### config.mk
export PLATFORM = sky130hd
export DESIGN_NAME = nas_mul
export DESIGN_NICKNAME = d
export VERILOG_FILES = /design/src/rtl/core/nas_pkg.sv /design/src/rtl/core/nas_mul.sv
export SDC_FILE = /design/constraint.sdc
export NUM_CORES = 2
export LEC_CHECK = 0
export BUFFER_PORTS_ARGS = -buffer_cell sky130_fd_sc_hd__buf_2
export CORE_MARGIN = 2
export CORE_UTILIZATION = 35
export DETAILED_ROUTE_END_ITERATION = 10
export SLEW_MARGIN = 10
export SYNTH_ARGS = -nofsm -noshare
export SYNTH_HDL_FRONTEND = slang
export SYNTH_SLANG_ARGS = --single-unit
### constraint.sdc
create_clock -name clk -period 18.45 [get_ports clk]
set_clock_uncertainty 0.15 [all_clocks]
set_input_delay 0.9225 -clock clk [delete_from_list [all_inputs] [get_ports clk]]
set_output_delay 0.9225 -clock clk [all_outputs]
set_load 0.01 [all_outputs]
### src/rtl/core/nas_pkg.sv
// Package with the shared constants and fixed-point helpers of the normal axis admittance step.
package nas_pkg;

	localparam int unsigned CFG_W = 31;
	localparam int unsigned IDX_W = 3;
	localparam int unsigned PROD_W = 66;
	localparam int unsigned OPND_W = 33;
	localparam int unsigned DVD_W = 58;
	localparam int unsigned CNT_W = 6;

	localparam logic [IDX_W-1:0] REG_MASS = 3'd0;
	localparam logic [IDX_W-1:0] REG_DAMP = 3'd1;
	localparam logic [IDX_W-1:0] REG_STIFF = 3'd2;
	localparam logic [IDX_W-1:0] REG_LEAK = 3'd3;
	localparam logic [IDX_W-1:0] REG_ILIM = 3'd4;
	localparam logic [IDX_W-1:0] REG_STEP = 3'd5;
	localparam logic [IDX_W-1:0] REG_VLIM = 3'd6;
	localparam logic [IDX_W-1:0] REG_DLIM = 3'd7;

	localparam logic OP_STEP = 1'b0;
	localparam logic OP_CLEAR = 1'b1;

	localparam logic [30:0] MASS_MIN = 31'd3277;
	localparam logic [16:0] LEAK_ONE = 17'd65536;
	localparam logic [30:0] ILIM_MIN = 31'd6554;
	localparam logic [30:0] LIMIT_MIN = 31'd2684;

	localparam logic [30:0] ACC_MAX = 31'd16777;
	localparam logic [31:0] DEADBAND = 32'd0;

	localparam logic [30:0] RST_MASS = 31'd65536;
	localparam logic [30:0] RST_ILIM = 31'd655360;
	localparam logic [30:0] RST_STEP = 31'd268435;
	localparam logic [30:0] RST_VLIM = 31'd2684355;

	typedef logic signed [PROD_W-1:0] wide_t;

	function automatic wide_t round_shift(input wide_t v, input int unsigned n);
		wide_t half;
		half = wide_t'(1) <<< (n - 1);
		return (v + half) >>> n;
	endfunction

	function automatic logic [31:0] sat32(input wide_t v);
		if (v > wide_t'(32'sh7fffffff)) begin
			return 32'h7fffffff;
		end
		if (v < -wide_t'(33'sh080000000)) begin
			return 32'h80000000;
		end
		return v[31:0];
	endfunction

	function automatic logic [31:0] clamp_mag(input wide_t v, input logic [30:0] lim);
		wide_t l;
		l = wide_t'({1'b0, lim});
		if (v > l) begin
			return {1'b0, lim};
		end
		if (v < -l) begin
			return 32'(-l);
		end
		return v[31:0];
	endfunction

	function automatic wide_t sx32(input logic [31:0] v);
		return wide_t'({{(PROD_W-32){v[31]}}, v});
	endfunction

endpackage

### src/rtl/core/nas_mul.sv
// Shared registered signed multiplier of the admittance step.
module nas_mul (
	input  logic                                     clk,
	input  logic signed [nas_pkg::OPND_W-1:0]        a,
	input  logic signed [nas_pkg::OPND_W-1:0]        b,
	output logic signed [nas_pkg::PROD_W-1:0]        prod_q
);

	always_ff @(posedge clk) begin
		prod_q <= a * b;
	end

endmodule

==> reports/metrics.csv <==
metric,value,unit
run status,"complete, no violations",
Synth warnings,0,
Buffers on Ports,132,
Yosys reg bits,66,
drt drc,0,
H-Tree Level Count,3,
gate count after technology mapping,4338,
ys flop type,dfxtp_1,
largest fanout on the critical path,33,
headroom to the max-slew limit,23.7,%
"Largest delay share family, worst path",adder cells,
"Seq/Total Area, Yosys",3.24,%
post-synth cell types,80,
Sum Neg Setup Slack,0,ns
TritonCTS Buffers,9,
Area Growth Syn to Fin,5.41,%
largest net degree at the start of global routing,34,
first-pass GRT wire length,182000,µm
CTS Sinks,66,
Max Slew Vio Count,0,
CTS Hold Bufs,0,
dpl hpwl,91000,µm
max reg flops,66,
layout cells sized above 1,4.85,%
via/cell ratio,4.82,
Post-synth ARST share,0,%
startpoint types,primary input,
Worst Setup End Kind,flip-flop,
root buf cell,clkbuf_16,
Largest regs,prod_q (66),
max incr delay on CP,1.33,ns
Top reg by flops,prod_q,
initial antenna violation count,15,
Max Cap Viol,0,
Congestion Overflow GR,0,
vias in the first global route,31500,
"Arr. time, crit path",9.44,ns
slowest CP cell,fa_1,
worst slew pin tran,1.14,ns
mean post-synth cell area,9.39,µm²
Clock transition at path regs,0.07,ns
TritonRoute pass-1 iters,5,
CTS tree,built,
"EDFF count, synth",0,
final wirelength,111000,µm
Die ar.,119000,µm²
Max Root-Sink Buffers,2,
ANT nets after route,0,
Post-CTS Resized,0,
Tmin final,9.24,ns
most frequent cells in the layout,"fa_1 (1145), inv_1 (1131), and2_1 (562), nand2_1 (551), ha_1 (217)",
gpl congestion,0.948,
drt initial violations,1421,
FMAX,108,MHz
Total GRT Usage,19.7,%
Initial Util,35.2,%
final period utilization,50.1,%
"Net Count, Synth",5767,
routed length per instance,19.0,µm
Post-Syn Area,40700,µm²
"commonest non-fill, non-tap cell in the layout",fa_1,
most frequent CP cell,fa_1,
row count,125,
RSZ-0062 raised after global routing,no,
final core occ,37.1,%
post-CTS setup buffer count,0,
IO Count,133,
Buf/Inv on CP,4,
fin nets,5712,
CP required,18.65,ns
vias,28000,
Die Ht,345,µm
CP Class,primary input to flip-flop,
Final setup viols,0,
core footprint,116000,µm²
worst hold path class,primary input to flip-flop,
fill count,11800,
"Cell Chain, Critical Path",buf_2 -> nand2_1 -> inv_1 -> fa_1 -> fa_1 -> fa_1 -> fa_1 -> fa_1 -> fa_1 -> fa_1 -> inv_1 -> fa_1 -> inv_1 -> ha_1 -> nand4_1 -> nor3_1 -> o311ai_4 -> nand3_2 -> a211oi_1 -> a311oi_1,
Chip Width,345,µm
Fin. Hold Viols,0,
path summary, 6_finish.rpt:
kind	startpoint	to	slack, ns	cells after the start
hold / removal	b[0]	prod_q[0]$_DFF_P_	1.0	2
setup / recovery	a[32]	prod_q[64]$_DFF_P_	9.21	20
Yosys cell counts, types with 3 or more instances:
library cell / instances / area share [%]
a211o_1: 6 / 0.13
a211oi_1: 7 / 0.13
a211oi_2: 3 / 0.092
a21o_1: 36 / 0.66
a21oi_1: 57 / 0.70
a21oi_2: 3 / 0.065
a31oi_1: 8 / 0.12
and2_1: 562 / 8.6
and3_1: 5 / 0.077
and4_1: 5 / 0.11
buf_2: 11 / 0.14
clkbuf_1: 208 / 1.9
dfxtp_1: 66 / 3.2
fa_1: 1145 / 56
ha_1: 217 / 6.7
inv_1: 1131 / 10
nand2_1: 551 / 5.1
nand2b_1: 12 / 0.18
nand3_1: 25 / 0.31
nand4_1: 11 / 0.17
nor2_1: 68 / 0.63
nor2b_1: 5 / 0.077
nor3_1: 7 / 0.086
o211ai_1: 4 / 0.074
o21a_1: 6 / 0.11
o21ai_0: 25 / 0.31
o21ai_1: 6 / 0.074
o21bai_1: 11 / 0.20
o31ai_4: 3 / 0.16
or2_2: 3 / 0.046
or3_1: 3 / 0.046
xnor2_1: 43 / 0.92
xor2_1: 25 / 0.54
cells by family (layout without fill, tap and decap cells):
logic type,count (synthesis),after routing,synth area share [%]
AO/OA/AOI/OAI,219,219,4.07
buffers and inverters,1352,1302,12.5
XOR/XNOR,68,68,1.46
AND/OR/NAND/NOR,1271,1271,15.8
adder cells (fa/ha/maj),1362,1362,62.9
other,0,4,0
flip-flops,66,66,3.24
routing by layer:
metal  global-route usage, %  share of wire, %  wire (µm)
met5                       0             0.094        104
met3                    4.03               6.1       6760
met2                    33.8                50      55700
met4                    5.93               2.7       2950
met1                    25.1                41      45300
metrics by stage:
stage                     cell area, µm²  cells  worst slack [ns]  hold WS, ns
after global placement             42600   5796              8.86         1.17
after detailed placement           42600   5796              8.76         1.17
final                              42900   5816              9.21        0.999
after global routing               42900   5814              8.91         1.00
after CTS                          42900   5812              9.22        0.949
after floorplan                    40700   4338             10.14        0.900
final cells by class:
type                       count  area [µm²]  area share [%]
tap                         1524        1910            4.44
multi-input combinational   2920       34300            79.9
inverter                    1131        4250            9.89
clock buffer                  10         239           0.557
clock inverter                 6        65.1           0.152
antenna                        4        10.0          0.0233
sequential                    66        1320            3.08
timing repair buffer         155         833            1.94
Power is not shown: default switching activity piles up to over one toggle a cycle in this logic, so the estimate is an artifact.
