### config.mk
export PLATFORM = sky130hd
export DESIGN_NAME = nas_div
export DESIGN_NICKNAME = d
export VERILOG_FILES = /design/src/rtl/core/nas_pkg.sv /design/src/rtl/core/nas_div.sv
export SDC_FILE = /design/constraint.sdc
export NUM_CORES = 1
export LEC_CHECK = 0
export ABC_AREA = 1
export BUFFER_PORTS_ARGS = -buffer_cell sky130_fd_sc_hd__buf_2
export CAP_MARGIN = 40
export CORE_MARGIN = 8
export CORE_UTILIZATION = 35
export DETAILED_ROUTE_END_ITERATION = 8
export PLACE_DENSITY = 0.54
export SYNTH_ARGS = -nofsm -noshare
export SYNTH_HDL_FRONTEND = slang
export SYNTH_SLANG_ARGS = --single-unit
### constraint.sdc
create_clock -name clk -period 2.58 [get_ports clk]
set_input_delay 0.516 -clock clk [delete_from_list [all_inputs] [get_ports clk]]
set_output_delay 0.516 -clock clk [all_outputs]
set_load 0.02 [all_outputs]
### src/rtl/core/nas_pkg.sv
// Package with the shared constants and fixed-point helpers of the normal axis admittance step.
package nas_pkg;

	localparam int unsigned CFG_W = 31;
	localparam int unsigned IDX_W = 3;
	localparam int unsigned PROD_W = 66;
	localparam int unsigned OPND_W = 33;
	localparam int unsigned DVD_W = 58;
	localparam int unsigned CNT_W = 6;

	localparam logic [IDX_W-1:0] REG_MASS = 3'd0;
	localparam logic [IDX_W-1:0] REG_DAMP = 3'd1;
	localparam logic [IDX_W-1:0] REG_STIFF = 3'd2;
	localparam logic [IDX_W-1:0] REG_LEAK = 3'd3;
	localparam logic [IDX_W-1:0] REG_ILIM = 3'd4;
	localparam logic [IDX_W-1:0] REG_STEP = 3'd5;
	localparam logic [IDX_W-1:0] REG_VLIM = 3'd6;
	localparam logic [IDX_W-1:0] REG_DLIM = 3'd7;

	localparam logic OP_STEP = 1'b0;
	localparam logic OP_CLEAR = 1'b1;

	localparam logic [30:0] MASS_MIN = 31'd3277;
	localparam logic [16:0] LEAK_ONE = 17'd65536;
	localparam logic [30:0] ILIM_MIN = 31'd6554;
	localparam logic [30:0] LIMIT_MIN = 31'd2684;

	localparam logic [30:0] ACC_MAX = 31'd16777;
	localparam logic [31:0] DEADBAND = 32'd0;

	localparam logic [30:0] RST_MASS = 31'd65536;
	localparam logic [30:0] RST_ILIM = 31'd655360;
	localparam logic [30:0] RST_STEP = 31'd268435;
	localparam logic [30:0] RST_VLIM = 31'd2684355;

	typedef logic signed [PROD_W-1:0] wide_t;

	function automatic wide_t round_shift(input wide_t v, input int unsigned n);
		wide_t half;
		half = wide_t'(1) <<< (n - 1);
		return (v + half) >>> n;
	endfunction

	function automatic logic [31:0] sat32(input wide_t v);
		if (v > wide_t'(32'sh7fffffff)) begin
			return 32'h7fffffff;
		end
		if (v < -wide_t'(33'sh080000000)) begin
			return 32'h80000000;
		end
		return v[31:0];
	endfunction

	function automatic logic [31:0] clamp_mag(input wide_t v, input logic [30:0] lim);
		wide_t l;
		l = wide_t'({1'b0, lim});
		if (v > l) begin
			return {1'b0, lim};
		end
		if (v < -l) begin
			return 32'(-l);
		end
		return v[31:0];
	endfunction

	function automatic wide_t sx32(input logic [31:0] v);
		return wide_t'({{(PROD_W-32){v[31]}}, v});
	endfunction

endpackage

### src/rtl/core/nas_div.sv
// Iterative restoring divider, one quotient bit per cycle.
module nas_div (
	input  logic                          clk,
	input  logic                          arst_n,
	input  logic                          start,
	input  logic [nas_pkg::DVD_W-1:0]     dividend,
	input  logic [30:0]                   divisor,
	output logic                          done_q,
	output logic [nas_pkg::DVD_W-1:0]     quo_q
);

	logic [30:0] rem_q;
	logic [30:0] dsr_q;
	logic [nas_pkg::CNT_W-1:0] cnt_q;
	logic busy_q;
	logic [32:0] trial;

	assign trial = {1'b0, rem_q, quo_q[nas_pkg::DVD_W-1]} - {2'b00, dsr_q};

	always_ff @(posedge clk or negedge arst_n) begin
		if (!arst_n) begin
			busy_q <= 1'b0;
			done_q <= 1'b0;
			cnt_q <= '0;
		end else begin
			done_q <= 1'b0;
			if (start) begin
				busy_q <= 1'b1;
				cnt_q <= nas_pkg::CNT_W'(nas_pkg::DVD_W - 1);
			end else if (busy_q) begin
				if (cnt_q == '0) begin
					busy_q <= 1'b0;
					done_q <= 1'b1;
				end else begin
					cnt_q <= cnt_q - 1'b1;
				end
			end
		end
	end

	always_ff @(posedge clk) begin
		if (start) begin
			quo_q <= dividend;
			rem_q <= '0;
			dsr_q <= divisor;
		end else if (busy_q) begin
			if (!trial[32]) begin
				rem_q <= trial[30:0];
			end else begin
				rem_q <= {rem_q[29:0], quo_q[nas_pkg::DVD_W-1]};
			end
			quo_q <= {quo_q[nas_pkg::DVD_W-2:0], ~trial[32]};
		end
	end

endmodule

==> impl_metrics.json <==
{
  "report.final.slew_viol_count": 0,
  "crit_path_max_fanout": 3,
  "dp_cells": 1505,
  "vias_per_cell": 4.58,
  "fin_tns_setup_ps": 0,
  "hold_path_class": "in2reg",
  "grt_most_used_layer": "met2",
  "track_usage_pct": 16.2,
  "min_from": "divisor[13]",
  "clockRootBuffer": "clkbuf_16",
  "skew_ps": 12.5,
  "whs_ps": 265,
  "num_rows": 54,
  "synth_edf_count": 89,
  "io_pins": 151,
  "critPathLaunch": "quo_q[57]",
  "post-route-period-util_pct": 90.6,
  "leakage_nw": 5.25,
  "drive_above_1_share_pct": 17.2,
  "rsz0062_at_grt": "no",
  "ir_drop_mv": 0.421,
  "drt_wl_total_um": 22500,
  "fin_crit_ps": 2340,
  "synth.avg_cell_area_sq_um": 7.20,
  "clk_pin_slew_ps": 70,
  "cts_tree": "done",
  "cts_setup_buffers": 0,
  "numClockSinks": 128,
  "path_class": "reg2reg",
  "areaGrowthSynthToFinish_pct": 22.0,
  "synth_seq_area_share_pct": 44.5,
  "power_density_mw_per_mm2": 911,
  "cts_buffers": 17,
  "postSynthCellCount": 1089,
  "critical_path_arrival_ps": 2650,
  "wl_per_cell_um": 14.6,
  "ys_warn_count": 0,
  "ys_async_sr_fraction_pct": 6.25,
  "finalHoldViolCount": 0,
  "gp_congestion": 0.929,
  "antenna_found_initial": 6,
  "fin_ws_ps": 244,
  "vias": 7044,
  "dr.pass1.iters": 5,
  "port_buffers": 150,
  "tightest_slew_ps": 503,
  "synthTopCellsByArea": "edfxtp_1 (34%), nand2_1 (23%), inv_1 (9.3%)",
  "ys_top_cells_by_count": "nand2_1 (478), inv_1 (195), edfxtp_1 (89)",
  "drv_cap": 0,
  "met2_usage_pct": 26.1,
  "r2r.worst_path.cells": 13,
  "max_freq_ghz": 0.428,
  "rr_startpoint": "quo_q[57]",
  "drcViolationCount": 0,
  "cts_buffer_depth": 2,
  "place_ws_ps": 193,
  "grtUsageMet1_pct": 19.6,
  "clkLatencyLatePin_ps": 430,
  "critPathLaunchType": "register",
  "htree_levels": 4,
  "initial_core_util_pct": 35.8,
  "status": "completed",
  "finalSetupViolations": 0,
  "worstHoldPathCells": 1,
  "fin_nets": 1371,
  "yosysMostFrequentCell": "nand2_1",
  "yosysTopAreaCell": "edfxtp_1",
  "end_kind": "register",
  "ys_ff_latch": 128,
  "final_cells": 1539,
  "grt_use_met3_pct": 6.44,
  "ant_nets": 0,
  "die_height_um": 166,
  "grt_pass1_vias": 7067,
  "grt_max_degree": 90,
  "dp_hpwl_um": 17200,
  "core_sq_mm": 0.0219,
  "synth.top_cell.area_share_pct": 34.1,
  "required_ps": 2900,
  "dieArea_sq_mm": 0.0275,
  "max-slew-margin-rel_pct": 66.4,
  "grt_pass1_wl_um": 36400,
  "synth_area_sq_mm": 0.00785,
  "fillers": 2385,
  "ys.flop_type": "edfxtp_1",
  "synth_nets": 1215,
  "grt-ovfl-total": 0,
  "first_iter_violations": 370,
  "die_width_um": 166,
  "synth_cell_type_count": 35
}
-- critical path, stage by stage (launching register included) --
cell and delay (ps):
edfxtp_1 350, inv_1 60, ha_1 220, fa_1 410, inv_1 130, nand2_1 80
a21oi_1 250, nand2_1 90, nand3_1 240, nand2_1 120, nand3_1 90, nand3_1 80
nand3_1 80, nand2_1 50
-- path summary, 6_finish.rpt --
check                             to  slack [ps]
max in group asynchronous   cnt_q[2]        1920
max reg2reg                rem_q[20]         240
min                        dsr_q[13]         260
min reg2reg                rem_q[18]         470
min in group asynchronous     busy_q         480
max                        rem_q[20]         240
-- cell usage in the layout (no fill, tap or decap), types with 6 or more instances in the layout --
cell type and instances:
a21oi_1 17, buf_2 149, buf_4 11, clkbuf_16 17
dfrtp_1 8, dfxtp_1 31, edfxtp_1 89, ha_1 33
inv_1 194, inv_8 6, nand2_1 478, nand3_1 82
nand3b_1 21, nand4_1 6, nor2_1 40, o21ai_0 6
o21ai_1 14, xnor2_1 9
-- where the power goes --
part           switching [mW]  total [mW]  leakage, nW  internal [mW]
clock                    1.07        2.55        0.297           1.48
sequential              0.197        2.75         1.29           2.55
combinational            2.19        3.42         3.67           1.23
-- timing repair --
action                                 in CTS  in global routing
setup endpoints to repair                   0                 31
hold buffers                                1                  0
resized for setup                           0                  2
endpoints found under the hold margin       8                  0
-- logic make-up (layout without fill, tap and decap cells) --
family | count (synthesis) | count (layout) | share of synthesized area, %
adder cells (fa/ha/maj) | 34 | 34 | 5.52
AO/OA/AOI/OAI | 41 | 41 | 2.82
AND/OR/NAND/NOR | 649 | 649 | 34.5
other | 0 | 1 | 0
buffers and inverters | 225 | 394 | 11.3
flip-flops | 128 | 128 | 44.5
XOR/XNOR | 12 | 12 | 1.34
-- layout make-up --
cell class              instances  area (sq um)  share of cell area [%]
diodes                          1          2.50                  0.0262
clock buffers                  17           425                    4.45
clock inverters                15           186                    1.95
inverters                     198           743                    7.77
multi-input cells             736          3480                    36.3
flip-flops and latches        128          3490                    36.5
well taps                     280           350                    3.66
repair buffers                164           890                    9.30
-- metal layers --
layer  routed length (um)  part of all wire (%)
met4                  296                   1.3
met5                   66                  0.29
met2                10100                    45
met1                10100                    45
met3                 1940                   8.6
-- per-stage QoR --
stage	area [sq um]	utilization [%]	power [mW]
final	9570	43.7	8.72
after global routing	9570	43.7	9.39
after CTS	9550	43.6	8.79
after detailed placement	8930	40.8	6.19
after global placement	8930	40.8	6.18
after floorplan	7850	-	5.32
-- flip-flops by register name, indices dropped and copies added (netlist names) --
| name | cells |
|---|---|
| busy_q | 1 |
| done_q | 1 |
| quo_q | 58 |
| cnt_q | 6 |
| rem_q | 31 |
| dsr_q | 31 |
(Power assumes the default switching activity.)
